==> src/sv/tidp_pkg.sv <==
// shared types and constants for the transaction id pool
// no dependencies; imported by tidp_alu, the top level and the testbench
package tidp_pkg;

    localparam int ID_SPACE_DEF  = 1024;
    localparam int TIME_BITS_DEF = 48;

    // fixed field widths
    localparam int ID_PORT_W = 10;
    localparam int CAP_W     = 11;
    localparam int INIT_W    = 16;
    localparam int GUARD_W   = 32;
    localparam int CFG_IDX_W = 2;
    localparam int BIT_W     = $clog2(INIT_W);

    localparam logic [CAP_W-1:0]  CAP_RESET   = CAP_W'(1024);
    localparam logic [INIT_W-1:0] INIT_RESET  = '0;
    localparam logic [GUARD_W-1:0] GUARD_RESET = '0;

    typedef enum logic [CFG_IDX_W-1:0] {
        CFG_CAPACITY = 2'd0,
        CFG_INITIAL  = 2'd1,
        CFG_GUARD    = 2'd2
    } cfg_idx_t;

    typedef enum logic {
        OP_ALLOC   = 1'b0,
        OP_RELEASE = 1'b1
    } op_t;

    typedef enum logic [1:0] {
        ST_UNAVAIL = 2'd0,
        ST_FREE    = 2'd1,
        ST_PENDING = 2'd2,
        ST_RETIRED = 2'd3
    } id_status_t;

    typedef enum logic {
        ALU_SUB = 1'b0,
        ALU_ADD = 1'b1
    } alu_op_t;

    typedef enum logic [3:0] {
        S_MOD,
        S_FILL,
        S_IDLE,
        S_RCL_RD,
        S_RCL_CMP,
        S_POP,
        S_POP_WR,
        S_REL_RD,
        S_REL_CHK,
        S_OUT
    } state_t;

endpackage

==> src/sv/tidp_alu.sv <==
// shared add / subtract unit: remainder steps, due-time compare, reuse time
// depends on tidp_pkg
module tidp_alu
    import tidp_pkg::*;
#(
    parameter int W = 48
) (
    input  alu_op_t      op,
    input  logic [W-1:0] a,
    input  logic [W-1:0] b,
    output logic [W:0]   sum
);

    logic [W:0] b_ext;

    // subtract as a + ~b + 1, top bit set means a >= b
    always_comb
    begin
        case (op)
            ALU_ADD: b_ext = {1'b0, b};
            ALU_SUB: b_ext = {1'b0, ~b};
            default: b_ext = {1'b0, b};
        endcase
        sum = {1'b0, a} + b_ext + ((op == ALU_SUB) ? (W+1)'(1) : (W+1)'(0));
    end

endmodule

==> config.mk <==
export PLATFORM = sky130hd
export DESIGN_NAME = tidp_alu
export DESIGN_NICKNAME = d
export VERILOG_FILES = /design/src/sv/tidp_pkg.sv /design/src/sv/tidp_alu.sv
export SDC_FILE = /design/constraint.sdc
export NUM_CORES = 1
export LEC_CHECK = 0
export ABC_AREA = 1
export BUFFER_PORTS_ARGS = -buffer_cell sky130_fd_sc_hd__buf_2
export CAP_MARGIN = 30
export CORE_UTILIZATION = 45
export DETAILED_ROUTE_END_ITERATION = 10
export PLACE_DENSITY = 0.72
export SYNTH_ARGS = -nofsm -noshare
export SYNTH_HDL_FRONTEND = slang
export SYNTH_SLANG_ARGS = --single-unit
==> constraint.sdc <==
create_clock -name vclk -period 3.2
set_clock_uncertainty 0.1 [all_clocks]
set_input_delay 0.32 -clock vclk [all_inputs]
set_output_delay 0.32 -clock vclk [all_outputs]
set_load 0.02 [all_outputs]
# Yosys cells after proc, flatten, opt, wreduce, memory -nomap -nowiden
# Index checks and enable logic that the tools add are counted.
# Widths: inputs -> output; s select.
[totals] out_inout_bits=49 word_cells=6 reg_bits=0 input_bits=97
[op_classes] mux=2 bitwise=2 addsub=2
[op_table] op="$pmux 49 s2" n=1
[op_table] op="$add 48x49->49" n=1
[op_table] op="$add 49x1->49" n=1
[op_table] op="$not 48->48" n=1
[op_table] op="$mux 1" n=1
[op_table] op="$not 1->1" n=1

# Depth between registers and ports, before layout
[depth] word_depth=4 ltp_mapped=16 ltp_nobuf=15

# Worst setup path before layout
# No wires, ideal clock.
[synth_path] kind="input-to-output" start="input op" end="output sum[29]" arrival_ps=2295 required_time_ps=2780 path_buffers=2 slack_ps=485 path_stages=11 path_cell_list="buf_2 > buf_2 > xnor2_1 > ha_1 > nand2_1 > nor2_2 > nand2_1 > nand3b_1 > nand2_1 > a21oi_1 > xnor2_1"
[synth_via] elab_chain_len=4 elab_cells_between_ends=5 cone_classes="add/sub: 2; mux: 2; bitwise: 1"
[synth_lines] element="start, declared" line_no="tidp_alu.sv:8" source="input alu_op_t op,"
[synth_lines] element="$not 1->1" line_no="tidp_alu.sv:19" source="case (op)"
[synth_lines] element="$pmux 49 s2" line_no="tidp_alu.sv:19"
[synth_lines] element="$add 48x49->49" line_no="tidp_alu.sv:24" source="sum = {1'b0, a} + b_ext + ((op == ALU_SUB) ? (W+1)'(1) : (W+1)'(0));"
[synth_lines] element="$add 49x1->49 (*)" line_no="tidp_alu.sv:24"
[synth_lines] element="end, declared" line_no="tidp_alu.sv:11" source="output logic [W:0] sum"
# Mark *: on every way between the ends. The rest lies on a longest branch, timed or not. The select of a mux whose other input is x is not followed.

# Worst setup path in the final report
[layout_path] start="input op" end="output sum[20]"
# The elaborated chain is that of the path after synthesis.

==> impl_metrics.env <==
export IMPL_status="completed"
export IMPL_syn_inst=909
export IMPL_grt_pass1_vias=5173
export IMPL_final_hold_viol_count=0
export IMPL_nets=1204
export IMPL_design_core_area_um2=9910
export IMPL_track_usage_pct=28.4
export IMPL_setup_tns_ps=0
export IMPL_cts_resized=0
export IMPL_cp_end_kind="primary output"
export IMPL_finalWirelength_um=15400
export IMPL_firstDrtPassIters=5
export IMPL_area_growth_pct=19.9
export IMPL_fmax_mhz=337
export IMPL_post_route_drc_count=0
export IMPL_path_max_fanout=29
export IMPL_tightest_slew_ps=449
export IMPL_worst_setup_path_start_kind="input port"
export IMPL_register_area_um2=0
export IMPL_finalPower_w=0.00175
export IMPL_antenna_found_initial=0
export IMPL_wire_per_inst_um=13.0
export IMPL_worst_setup_path_type="in -> out"
export IMPL_critPathArrivalTime_ps=2550
export IMPL_io_buffers=146
export IMPL_ant_nets=0
export IMPL_rsz0062_at_grt="no"
export IMPL_num_fill_cells=1137
export IMPL_hold_path_class="in -> out"
export IMPL_drtIter0Drc=388
export IMPL_synth_area_leaders="nand2_1, inv_1, ha_1"
export IMPL_synthTopCellsByCount="nand2_1, inv_1, nor2_1, xnor2_1, ha_1"
export IMPL_power_density_nw_per_um2=314
export IMPL_yosys_warnings=0
export IMPL_worstPathRequired_ps=2780
export IMPL_ir_worst_vdd_mv=0.170
export IMPL_drive_gt1_share_pct=20.7
export IMPL_yosysTopAreaCellShare_pct=28.3
export IMPL_die_h_um=104
export IMPL_yosys_area_top_type="nand2_1"
export IMPL_synth_most_common_cell="nand2_1"
export IMPL_max_slew_margin_pct=70.0
export IMPL_synth_nets=1057
export IMPL_fp_dieArea_um2=10800
export IMPL_diodes=0
export IMPL_netlist_area_um2=4660
export IMPL_seq_cells=0
export IMPL_yosysSeqAreaShare_pct=0
export IMPL_dieWidth_um=104
export IMPL_synth_distinct_cells=27
export IMPL_finalCritPeriodShare_pct=92.8
export IMPL_io_pins=146
export IMPL_grt_pass1_wl_um=25000
export IMPL_place_inst=1187
export IMPL_hold_slack_ps=870
export IMPL_period_needed_ps=2970
export IMPL_rows=36
export IMPL_avgSynthCellArea_um2=5.12
export IMPL_gp_congestion=0.993
export IMPL_maxCapViolCount=0
export IMPL_ctsHoldBuffers=0
export IMPL_start_util_pct=47.0
export IMPL_grt_max_degree=30
export IMPL_setup_viol=0
export IMPL_post_cts_repair_setup_buffers=0
export IMPL_slew_viol_final=0
export IMPL_instances_no_fill=1187
export IMPL_via_per_inst=4.78
export IMPL_n_clock_buffer=0
export IMPL_overflow=0
export IMPL_leakage_nw=3.45
export IMPL_place_hpwl_um=14000
export IMPL_via_count=5679
==> worst max-delay path, stage by stage <==
cell and delay (ps):
buf_2 170, buf_12 240, xnor2_1 120, ha_1 410
nand2_2 140, nor2_2 170, nand2_1 130, clkinv_1 120
nand4_1 80, nand3b_1 170, xor2_1 240, buf_2 210
==> power by group <==
group / switching (W) / internal, W / leakage [nW]
clock: 0 / 0 / 0
combinational: 0.00115 / 0.000601 / 3.45
sequential: 0 / 0 / 0
total: 0.00115 / 0.000601 / 3.45
==> through the flow <==
| stage | setup slack [ps] | util (%) | cell area [um2] |
|---|---|---|---|
| global route | 40.7 | 56.4 | 5580 |
| global placement | 171 | 56.4 | 5580 |
| finish | 232 | 56.4 | 5580 |
| detailed placement | 269 | 56.4 | 5580 |
| CTS | 258 | 56.4 | 5580 |
| floorplan | 485 | - | 4660 |
==> cells by family (layout without fill, tap and decap cells) <==
| group | Yosys count | count (layout) | share of synthesized area, % |
|---|---|---|---|
| AO/OA/AOI/OAI | 55 | 55 | 6.58 |
| XOR/XNOR | 75 | 75 | 14.1 |
| adder cells (fa/ha/maj) | 51 | 51 | 13.9 |
| buffers and inverters | 198 | 343 | 16.1 |
| AND/OR/NAND/NOR | 530 | 530 | 49.4 |
==> routing by layer <==
| layer | vias up | global-route usage (%) | part of all wire, % |
|---|---|---|---|
| met1 | 2454 | 42.1 | 49 |
| met4 | 0 | 3.88 | 1.4 |
| met3 | 16 | 0.818 | 6.3 |
| met5 | - | 0 | 0 |
| met2 | 177 | 46.5 | 43 |
| li1 | 3032 | - | - |
==> worst paths after layout <==
path              start       to  cells after the start
setup / recovery     op  sum[20]                     12
hold / removal     a[0]   sum[0]                      4
==> cells in the final DEF, fill, tap and decap left out, drive strengths merged <==
master / count
nand2: 373
inv: 191
buf: 150
nor2: 88
xnor2: 52
ha: 50
nand3: 40
a21oi: 38
xor2: 23
nor3: 13
nand4: 10
o21bai: 9
o21ai: 6
nand3b: 5
clkinv: 2
a21o: 1
and2: 1
o21a: 1
fa: 1
==> cell type report <==
cell class / instances / area [um2] / area share (%)
inverters: 193 / 724 / 13.0
multi-input cells: 711 / 3910 / 70.0
well taps: 133 / 166 / 2.98
repair buffers: 150 / 786 / 14.1
Note: power is estimated with default switching activity, not from simulation.
