## src/sv/tidp_ram.sv

```systemverilog
// generic single write port ram with one registered read port
// no dependencies
module tidp_ram #(
    parameter int WIDTH = 8,
    parameter int DEPTH = 16,
    localparam int AW = (DEPTH > 1) ? $clog2(DEPTH) : 1
) (
    input  logic             clk,
    input  logic             we,
    input  logic [AW-1:0]    waddr,
    input  logic [WIDTH-1:0] wdata,
    input  logic [AW-1:0]    raddr,
    output logic [WIDTH-1:0] rdata
);

    logic [WIDTH-1:0] mem [DEPTH];

    always_ff @(posedge clk)
    begin
        if (we)
        begin
            mem[waddr] <= wdata;
        end
        rdata <= mem[raddr];
    end

endmodule

```

## config.mk

```make
export PLATFORM = sky130hd
export DESIGN_NAME = tidp_ram
export DESIGN_NICKNAME = d
export VERILOG_FILES = /design/src/sv/tidp_ram.sv
export SDC_FILE = /design/constraint.sdc
export NUM_CORES = 1
export LEC_CHECK = 0
export ABC_AREA = 0
export BUFFER_PORTS_ARGS = -buffer_cell sky130_fd_sc_hd__buf_2
export CORE_MARGIN = 2
export CORE_UTILIZATION = 33
export DETAILED_ROUTE_END_ITERATION = 16
export GPL_ROUTABILITY_DRIVEN = 0
export PLACE_DENSITY = 0.55
export RECOVER_POWER = 25
export SYNTH_ARGS = -nofsm -noshare
export SYNTH_HDL_FRONTEND = slang
export SYNTH_SLANG_ARGS = --single-unit
```

## constraint.sdc

```tcl
create_clock -name clk -period 4.5 [get_ports clk]
set_input_delay 0.9 -clock clk [delete_from_list [all_inputs] [get_ports clk]]
set_output_delay 0.9 -clock clk [all_outputs]
set_load 0.03 [all_outputs]
```

# After elaboration in Yosys (flattened, before gate mapping)
# Memory sizes are Yosys's and may differ from the RTL's. A register that Yosys moved wholly into a read port is not among the register bits.
# Cells that the tools add are included.
[op_classes] n_mux=2
[op_table] op="two-way mux 1 bit" count=2
[totals] reg_bits=0 mem_bits_rw=128 input_bits=18 output_inout_bits=8 wordCells=3 n_memories=1
[mem_list] memory="mem" words=16 width=8 rd=1 rd_ports_with_merged_regs=1 write_ports=1 line="16" rtl="logic [WIDTH-1:0] mem [DEPTH];"

# Logic depth before layout (Yosys ltp)
# Gate-level depths: netlist of run 1.
[depth] word_depth=2 depth_mapped=5

# Least setup slack after synthesis of run 1
# Ideal clock, no wire load.
[synth_path] path_kind="input -> register" from="in waddr[2]" to="mem mem[0][0] (enable)" setup_ns=0.383 arrival_ns=2.010 slack_ns=2.107 cell_stages=2 path_buffers=0 cell_sequence="or3b_2 -> nor3_1"
[synth_rtl] item="start: declaration" line="10" rtl="input logic [AW-1:0] waddr,"
[synth_rtl] item="end: declaration" line="16"
# Straight into the memory's write port.

# Worst setup path after layout of run 1
[layout_path] from="in waddr[2]" to="mem mem[0][7] (enable)"
# Straight into the memory's write port.

==> flow_summary.ini, run 1 <==
[status]
status = finished clean

[critical_path]
endpoint_kind = register
r2r_cells = 3
rr_startpoint = mem[2][4]
crit_fanout = 8
crit_path_start = waddr[2]
arrival_ps = 2550
worstPathRequired_ps = 4520
path_class = in -> reg
startpoint_type = input port
r2r-end = rdata[4]
ff2ff_setup_slack_ps = 3040

[synthesis]
synthTopCellsByArea = edfxtp_1 (75%), mux4_2 (7.9%), mux4_1 (7.1%), dfxtp_1 (3.1%), a22oi_1 (2.3%)
synthAdderAreaFrac_pct = 0
synth_top_area_cell = edfxtp_1
synth-compound-area-share_pct = 2.33
synth_xor_xnor_area_share_pct = 0
yosysSeqAreaShare_pct = 77.8
synth_ff_type = edfxtp_1
syn_nets = 247
ys_ff_latch = 136
synth_enable_flop_cells = 128
synth_area_sq_um = 5150
muxShareOfSynthArea_pct = 15.0
synth_top_family_by_area = multiplexers
yosysWarnings = 0
ys_types = 19
netlist.area_leader.share_pct = 74.7
synth-simple-area-share_pct = 3.18
async_flop_share_pct = 0
synth_area_per_cell_sq_um = 22.5
netlist_instances = 229

[final_layout]
synthToLayoutAreaGrowth_pct = 16.3
layout.nets = 284
final_cell_mix = edfxtp_1 (128), buf_2 (19), mux4_2 (18)
antennaDiodeCount = 0
multi_input_area_sq_um = 1060
design_area_sq_um = 5980
final_common_cell = edfxtp_1
fillers = 1349
regArea_sq_um = 4000
drive_above_1_share_pct = 23.7

[clock_tree]
cts_max_level = 4
clkLatencyLatePin_ps = 410
ctsResizeCount = 0
path_clk_slew_ps = 50
postCtsSetupRepairBufs = 0
cts-buffers-inserted = 17
postCtsHoldBufs = 0
cts_tree = built
cts_sinks = 136
cts-root-buf = clkbuf_16
clockBufferDepth = 2

[routing]
wl_met2_microns = 4820
top_layer = met4
wl_met3_microns = 637
wirelength_microns = 10300
vias = 2387
routedWlPerCell_microns = 22.1
vias_per_cell = 5.12
wl_met1_microns = 4710
drc = 0
antenna_left = 0
firstDrtPassIters = 4
drt-initial-drc-count = 292

[timing]
max_slew_margin_pct = 11.6
slew_violations = 0
period_share_pct = 56.4
fin_worst_skew_ps = 5.95
finalSetupTns_ps = 0
period_needed_ps = 2540
hold_viol_final = 0
finalSetupViolations = 0
timing.fmax_mhz = 394
rsz0062_at_grt = no
worst-slew-pin-transition_ps = 1320

[global_routing]
grt_overflow = 0
grt_pass1_vias = 2391
grt_use_total_pct = 13.6
grt_max_degree = 33
antenna_found_initial = 0
grt_pass1_wl_microns = 15600

[job]
max-cap-violations = 0

[floorplan]
start_util_pct = 33.9
io_pins = 26
rows = 45
die_w_microns = 129
design.die.area_sq_um = 16600
core_area_sq_um = 15200
die_h_microns = 129

[power_and_ir_drop]
powerDensity_nw_per_um2 = 474
power_mw = 2.84
leakagePower_nw = 1.96
ir_worst_vdd_mv = 0.480

[placement]
io_buffer_count = 25
dp_hpwl_microns = 6400
placed_area_sq_um = 5450

[hold_path]
hold_end = rdata[7]
hold_path_depth = 3
min_path_type = reg -> reg
hp-start = mem[15][7]
## where the power goes
| part | leakage (nW) | switching, mW | internal (mW) | total [mW] |
|---|---|---|---|---|
| combinational | 0.470 | 0.0919 | 0.0506 | 0.143 |
| sequential | 1.22 | 0.00732 | 1.42 | 1.43 |
| clock | 0.264 | 0.474 | 0.798 | 1.27 |
| total | 1.96 | 0.573 | 2.27 | 2.84 |
## area by class of cell
type | count | area share [%]
well taps | 188 | 3.93
repair buffers | 28 | 2.34
clock buffers | 19 | 7.23
multi-input cells | 83 | 17.8
flip-flops and latches | 136 | 66.9
clock inverters | 12 | 1.84
## registers in the layout, summed over array words and instances (netlist names)
name,cells
rdata,8
mem,128
## cell families (layout without fill, tap and decap cells)
kind of cell	Yosys count	count (layout)
flip-flops	136	136
AND/OR/NAND/NOR	35	35
multiplexers	32	32
AO/OA/AOI/OAI	16	16
buffers and inverters	10	59
## metal layers
metal  global-route usage (%)  up-vias
met5                        0        -
met4                     5.69        0
met3                     4.03       10
met2                     20.1       79
met1                     19.0     1251
li1                         -     1047
## cell usage after synthesis (2+ instances only)
| cell type | count |
|---|---|
| nand2b_1 | 2 |
| buf_2 | 3 |
| mux4_2 | 18 |
| a22oi_1 | 16 |
| nand3b_1 | 2 |
| buf_6 | 3 |
| nand2_1 | 9 |
| mux4_1 | 14 |
| nor3_1 | 4 |
| nor2_1 | 13 |
| edfxtp_1 | 128 |
| dfxtp_1 | 8 |
| clkdlybuf4s25_2 | 3 |
## worst max-delay path, stage by stage
cell	delay (ps)
buf_2	120
or3b_2	510
nor3_1	1020
## stage by stage
stage,hold WS (ps),setup slack [ps],std cells,utilization [%]
floorplan,629,2110,229,-
global placement,655,1540,435,35.8
detailed placement,659,1500,435,35.8
CTS,674,1950,466,39.4
global route,711,1780,466,39.4
finish,666,1960,466,39.4
## worst max path at each step
stage	endpoint	slack [ps]	depth (start not counted)
2_1_floorplan	mem[0][0]	2110	2
3_3_place_gp	mem[0][2]	1540	3
3_5_place_dp	rdata[5]	1500	5
4_1_cts	rdata[5]	1950	5
5_1_grt	rdata[2]	1780	5
6_report	mem[0][7]	1960	3
No activity file was read; power rests on OpenSTA's default activity.
==> run 2: changes to the inputs <==
ABC_AREA = 1   (was 0)
PLACE_DENSITY = 0.57   (was 0.55)
clock period = 2.25 ns   (was 4.5 ns; I/O delays follow)
==> run 2 against run 1 <==
  * Die area grew 12%
  * Sequential share of layout area shrank 7.3 points
  * First-iteration DRC count shrank 8.2%
  * Critical path depth shrank 2
==> flow_summary.ini, run 2 <==
[floorplan]
design.die.area_sq_um = 18500
core_area_sq_um = 17200
start_util_pct = 33.6
io_pins = 26
die_h_microns = 136
rows = 48
die_w_microns = 136

[routing]
firstDrtPassIters = 5
drc = 0
wirelength_microns = 12800
antenna_left = 0
drt-initial-drc-count = 268
vias = 3751
routedWlPerCell_microns = 15.5
vias_per_cell = 4.54

[critical_path]
cp_slowest_stage_delay_ps = 330
r2r_cells = 6
crit_fanout = 1
r2r-end = rdata[4]
crit_path_start = rdata[3]
path_class = reg -> out
arrival_ps = 960
worstPathRequired_ps = 1800
ff2ff_setup_slack_ps = 1180
cp_cell_sequence = buf_2
startpoint_type = register
cp_num_buf_inv = 1
crit_slowest_cell = dfxtp_1
worstSetupEndpoint = rdata[3]
rr_startpoint = mem[7][4]
path_depth = 1
worst_path_dominant_cell_family = flip-flops
endpoint_kind = output pin

[final_layout]
layout.nets = 606
antennaDiodeCount = 0
reg_top3 = mem (128), rdata (8)
drive_above_1_share_pct = 10.8
fillers = 1684
final_cell_mix = nand2_1 (173), edfxtp_1 (128), inv_1 (100)
final_common_cell = nand2_1
top_register = mem
largest_reg_flops = 128
design_area_sq_um = 6720
synthToLayoutAreaGrowth_pct = 16.5

[clock_tree]
cts_sinks = 136
clockBufferDepth = 2
cts-buffers-inserted = 17
cts-root-buf = clkbuf_16
postCtsHoldBufs = 0
clkLatencyLatePin_ps = 410
path_clk_slew_ps = 50
ctsResizeCount = 0
cts_max_level = 4
cts_tree = built
postCtsSetupRepairBufs = 0

[timing]
finalSetupViolations = 0
period_share_pct = 62.4
timing.fmax_mhz = 712
max_slew_margin_pct = 40.0
slew_violations = 0
finalSetupTns_ps = 0
rsz0062_at_grt = no
hold_viol_final = 0
worst-slew-pin-transition_ps = 900
period_needed_ps = 1410
fin_worst_skew_ps = 4.54

[placement]
io_buffer_count = 25
placed_area_sq_um = 6150
dp_hpwl_microns = 7920

[power_and_ir_drop]
p_int_mw = 4.68
power_frac_seq_pct = 48.2
leakagePower_nw = 2.88
clkPwrFrac_pct = 45.6
power_mw = 5.92
power_switching_mw = 1.24
p_sw_share_pct = 20.9
ir_worst_vdd_mv = 0.546
p_comb_share_pct = 6.2
powerDensity_nw_per_um2 = 881

[global_routing]
grt_use_total_pct = 14.8
grt_pass1_vias = 3689
grt_max_degree = 65
grt_overflow = 0
antenna_found_initial = 0
grt_pass1_wl_microns = 20000

[synthesis]
yosysWarnings = 0
synth_enable_flop_cells = 128
synth_area_sq_um = 5770
ys_types = 12
synth_top_area_cell = edfxtp_1
async_flop_share_pct = 0
yosysSeqAreaShare_pct = 69.4
netlist_instances = 551
syn_nets = 569
ys_ff_latch = 136
synth_ff_type = edfxtp_1
synth_area_per_cell_sq_um = 10.5
netlist.area_leader.share_pct = 66.7
ys_top_cells_by_count = nand2_1 (173), edfxtp_1 (128), inv_1 (100), nand3_1 (97), nor2_1 (17)
synthTopCellsByArea = edfxtp_1 (67%), nand2_1 (11%), nand3_1 (8.4%), inv_1 (6.5%), dfxtp_1 (2.8%)
synth.most_common_cell = nand2_1

[status]
status = finished clean

[job]
max-cap-violations = 0

[hold_path]
min_path_type = in -> reg
==> run 2: cell count changes after synthesis, sizes merged, moves of 2 or more <==
| cell | before | now |
|---|---|---|
| a22oi | 16 | 0 |
| buf | 7 | 24 |
| clkdlybuf4s25 | 3 | 0 |
| inv | 0 | 102 |
| mux4 | 32 | 0 |
| nand2 | 9 | 173 |
| nand2b | 2 | 0 |
| nand3 | 1 | 97 |
| nor2 | 13 | 17 |
| nor3 | 4 | 0 |
==> run 2: worst min path at each step <==
| stage | startpoint | to | slack (ps) | cells after the start |
|---|---|---|---|---|
| floorplan | wdata[0] | mem[0][0] | 550 | 0 |
| global placement | mem[10][6] | rdata[6] | 640 | 6 |
| detailed placement | mem[10][6] | rdata[6] | 650 | 6 |
| CTS | raddr[3] | rdata[4] | 390 | 3 |
| global route | raddr[3] | rdata[4] | 400 | 3 |
| finish | raddr[3] | rdata[4] | 410 | 3 |
==> run 2: power groups by stage <==
stage          combinational (mW)  sequential (mW)  clock (mW)
3_3_place_gp                0.367             2.90           0
5_1_grt                     0.408             2.85        2.87
2_1_floorplan               0.200             2.93           0
6_report                    0.366             2.85        2.70
3_5_place_dp                0.370             2.90           0
4_1_cts                     0.372             2.85        2.75
==> run 2: cell type report <==
| class | count | area, sq um | share of cell area (%) |
|---|---|---|---|
| clock inverters | 11 | 129 | 1.92 |
| clock buffers | 21 | 450 | 6.70 |
| flip-flops and latches | 136 | 4000 | 59.6 |
| well taps | 225 | 282 | 4.19 |
| inverters | 102 | 383 | 5.70 |
| repair buffers | 42 | 259 | 3.85 |
| multi-input cells | 289 | 1210 | 18.1 |
==> run 2: kinds of logic (layout without fill, tap and decap cells) <==
family | count (synthesis) | in the layout | synth area share, %
simple gates | 289 | 289 | 21.0
buf+inv | 126 | 176 | 9.52
flops | 136 | 136 | 69.4
==> run 2: through the flow <==
| stage | setup slack (ps) | instances | hold WS, ps | utilization, % |
|---|---|---|---|---|
| global route | 797 | 826 | 404 | 39.1 |
| detailed placement | 535 | 794 | 650 | 35.8 |
| CTS | 804 | 826 | 388 | 39.2 |
| finish | 845 | 826 | 408 | 39.1 |
| floorplan | 849 | 551 | 549 | - |
| global placement | 510 | 794 | 643 | 35.8 |
==> run 2: layer usage <==
| layer | track usage, % | vias up | wire (microns) |
|---|---|---|---|
| met3 | 3.77 | 16 | 430 |
| met2 | 24.6 | 71 | 6460 |
| met4 | 5.96 | 0 | 261 |
| met1 | 18.4 | 1816 | 5670 |
| met5 | 0 | - | 0 |
| li1 | - | 1848 | - |
==> run 3: changes to the inputs <==
clock period = 1.2 ns   (was 2.25 ns; I/O delays follow)
==> run 3 against run 2 <==
  * Sequential power up 88%
  * Sequential share of layout area is 1.5 points lower
  * Routed wire length increased by 5.0%
  * Clock skew fell by 0.83 ps
  * Setup slack got worse by 820 ps
  * Combinational power is 100% higher
  * Clock power increased by 86%
  * Global-route usage grew 0.94 points
  * First-iteration DRC count rose by 6.0%
  * Critical path type unchanged
  * Highest routed layer unchanged
==> flow_summary.ini, run 3 (synthesis gave the netlist of run 2 again) <==
[floorplan]
die_h_microns = 136
rows = 48
core_area_sq_um = 17200
io_pins = 26
design.die.area_sq_um = 18500
start_util_pct = 33.6
die_w_microns = 136

[job]
max-cap-violations = 0

[routing]
routedWlPerCell_microns = 16.0
vias_per_cell = 4.54
drt-initial-drc-count = 284
firstDrtPassIters = 4
antenna_left = 0
drc = 0
vias = 3821
wirelength_microns = 13500

[final_layout]
layout.nets = 621
regArea_sq_um = 4010
fin_util_pct = 40.1
reg_top3 = mem (128), rdata (8)
antennaDiodeCount = 0
final_cells = 841
top_register = mem
largest_reg_flops = 128
multi_input_area_sq_um = 1210
fillers = 1704
drive_above_1_share_pct = 13.1
final_cell_mix = nand2_1 (173), edfxtp_1 (128), inv_1 (100)
synthToLayoutAreaGrowth_pct = 19.5
final_common_cell = nand2_1

[clock_tree]
cts_tree = built
postCtsHoldBufs = 0
cts_max_level = 4
clockBufferDepth = 2
cts-root-buf = clkbuf_16
ctsResizeCount = 6
clkLatencyLatePin_ps = 420
cts-buffers-inserted = 17
path_clk_slew_ps = 50
postCtsSetupRepairBufs = 0
cts_sinks = 136

[timing]
hold_viol_final = 0
period_needed_ps = 1180
fin_worst_skew_ps = 3.71
worst-slew-pin-transition_ps = 784
slew_violations = 0
max_slew_margin_pct = 47.7
finalSetupViolations = 0
rsz0062_at_grt = no
period_share_pct = 98.3
holdWs_ps = 244
worst_slack_ps = 19.9
timing.fmax_mhz = 847

[global_routing]
grt_use_total_pct = 15.7
grt_max_degree = 47
grt_pass1_vias = 3693
grt_pass1_wl_microns = 20900
antenna_found_initial = 0
grt_overflow = 0

[critical_path]
endpoint_kind = output pin
arrival_ps = 940
worstPathRequired_ps = 960
cp_cell_sequence = buf_6
path_class = reg -> out
cp_num_buf_inv = 1
worst_path_dominant_cell_family = flip-flops
ff2ff_setup_slack_ps = 200
cp_slowest_stage_delay_ps = 370
startpoint_type = register
crit_fanout = 1
crit_slowest_cell = dfxtp_1

[power_and_ir_drop]
powerDensity_nw_per_um2 = 1610
leakagePower_nw = 2.98
ir_worst_vdd_mv = 1.12

[status]
status = finished clean

[placement]
dp_hpwl_microns = 8450
placed_cells = 809
post-place-ws_ps = -103
io_buffer_count = 25

[hold_path]
min_path_type = in -> reg
==> run 3: area by class of cell <==
class | instances | area share, %
sequential | 136 | 58.1
tap | 225 | 4.08
clock inverter | 14 | 2.00
timing repair buffer | 57 | 6.42
clock buffer | 18 | 6.23
inverter | 102 | 5.55
multi-input combinational | 289 | 17.6
==> run 3: stage by stage <==
step	setup TNS (ps)	instance area, sq um	power [mW]
after global placement	-1920	6310	6.18
after detailed placement	-2910	6310	6.19
after floorplan	0	5770	5.87
after global routing	0	6890	11.5
final	0	6890	11.1
after CTS	0	6890	11.2
==> run 3: power by group <==
group	switching, mW	leakage [nW]	internal (mW)
clock network	1.83	0.282	3.19
registers	0.0370	1.22	5.32
logic	0.508	1.47	0.241
total	2.38	2.98	8.75
==> run 3: worst paths after layout <==
kind | start | cells after the start | endpoint
max | rdata[5] | 1 | rdata[5]
min | wdata[6] | 1 | mem[8][6]
max reg2reg | mem[5][4] | 6 | rdata[4]
min reg2reg | mem[10][0] | 6 | rdata[0]
==> run 3: metal layers <==
layer,vias up,GRT usage (%),part of all wire [%]
li1,1881,-,-
met3,25,4.70,5.0
met2,98,24.5,48
met5,-,0,0
met4,0,6.83,2.6
met1,1817,20.3,44
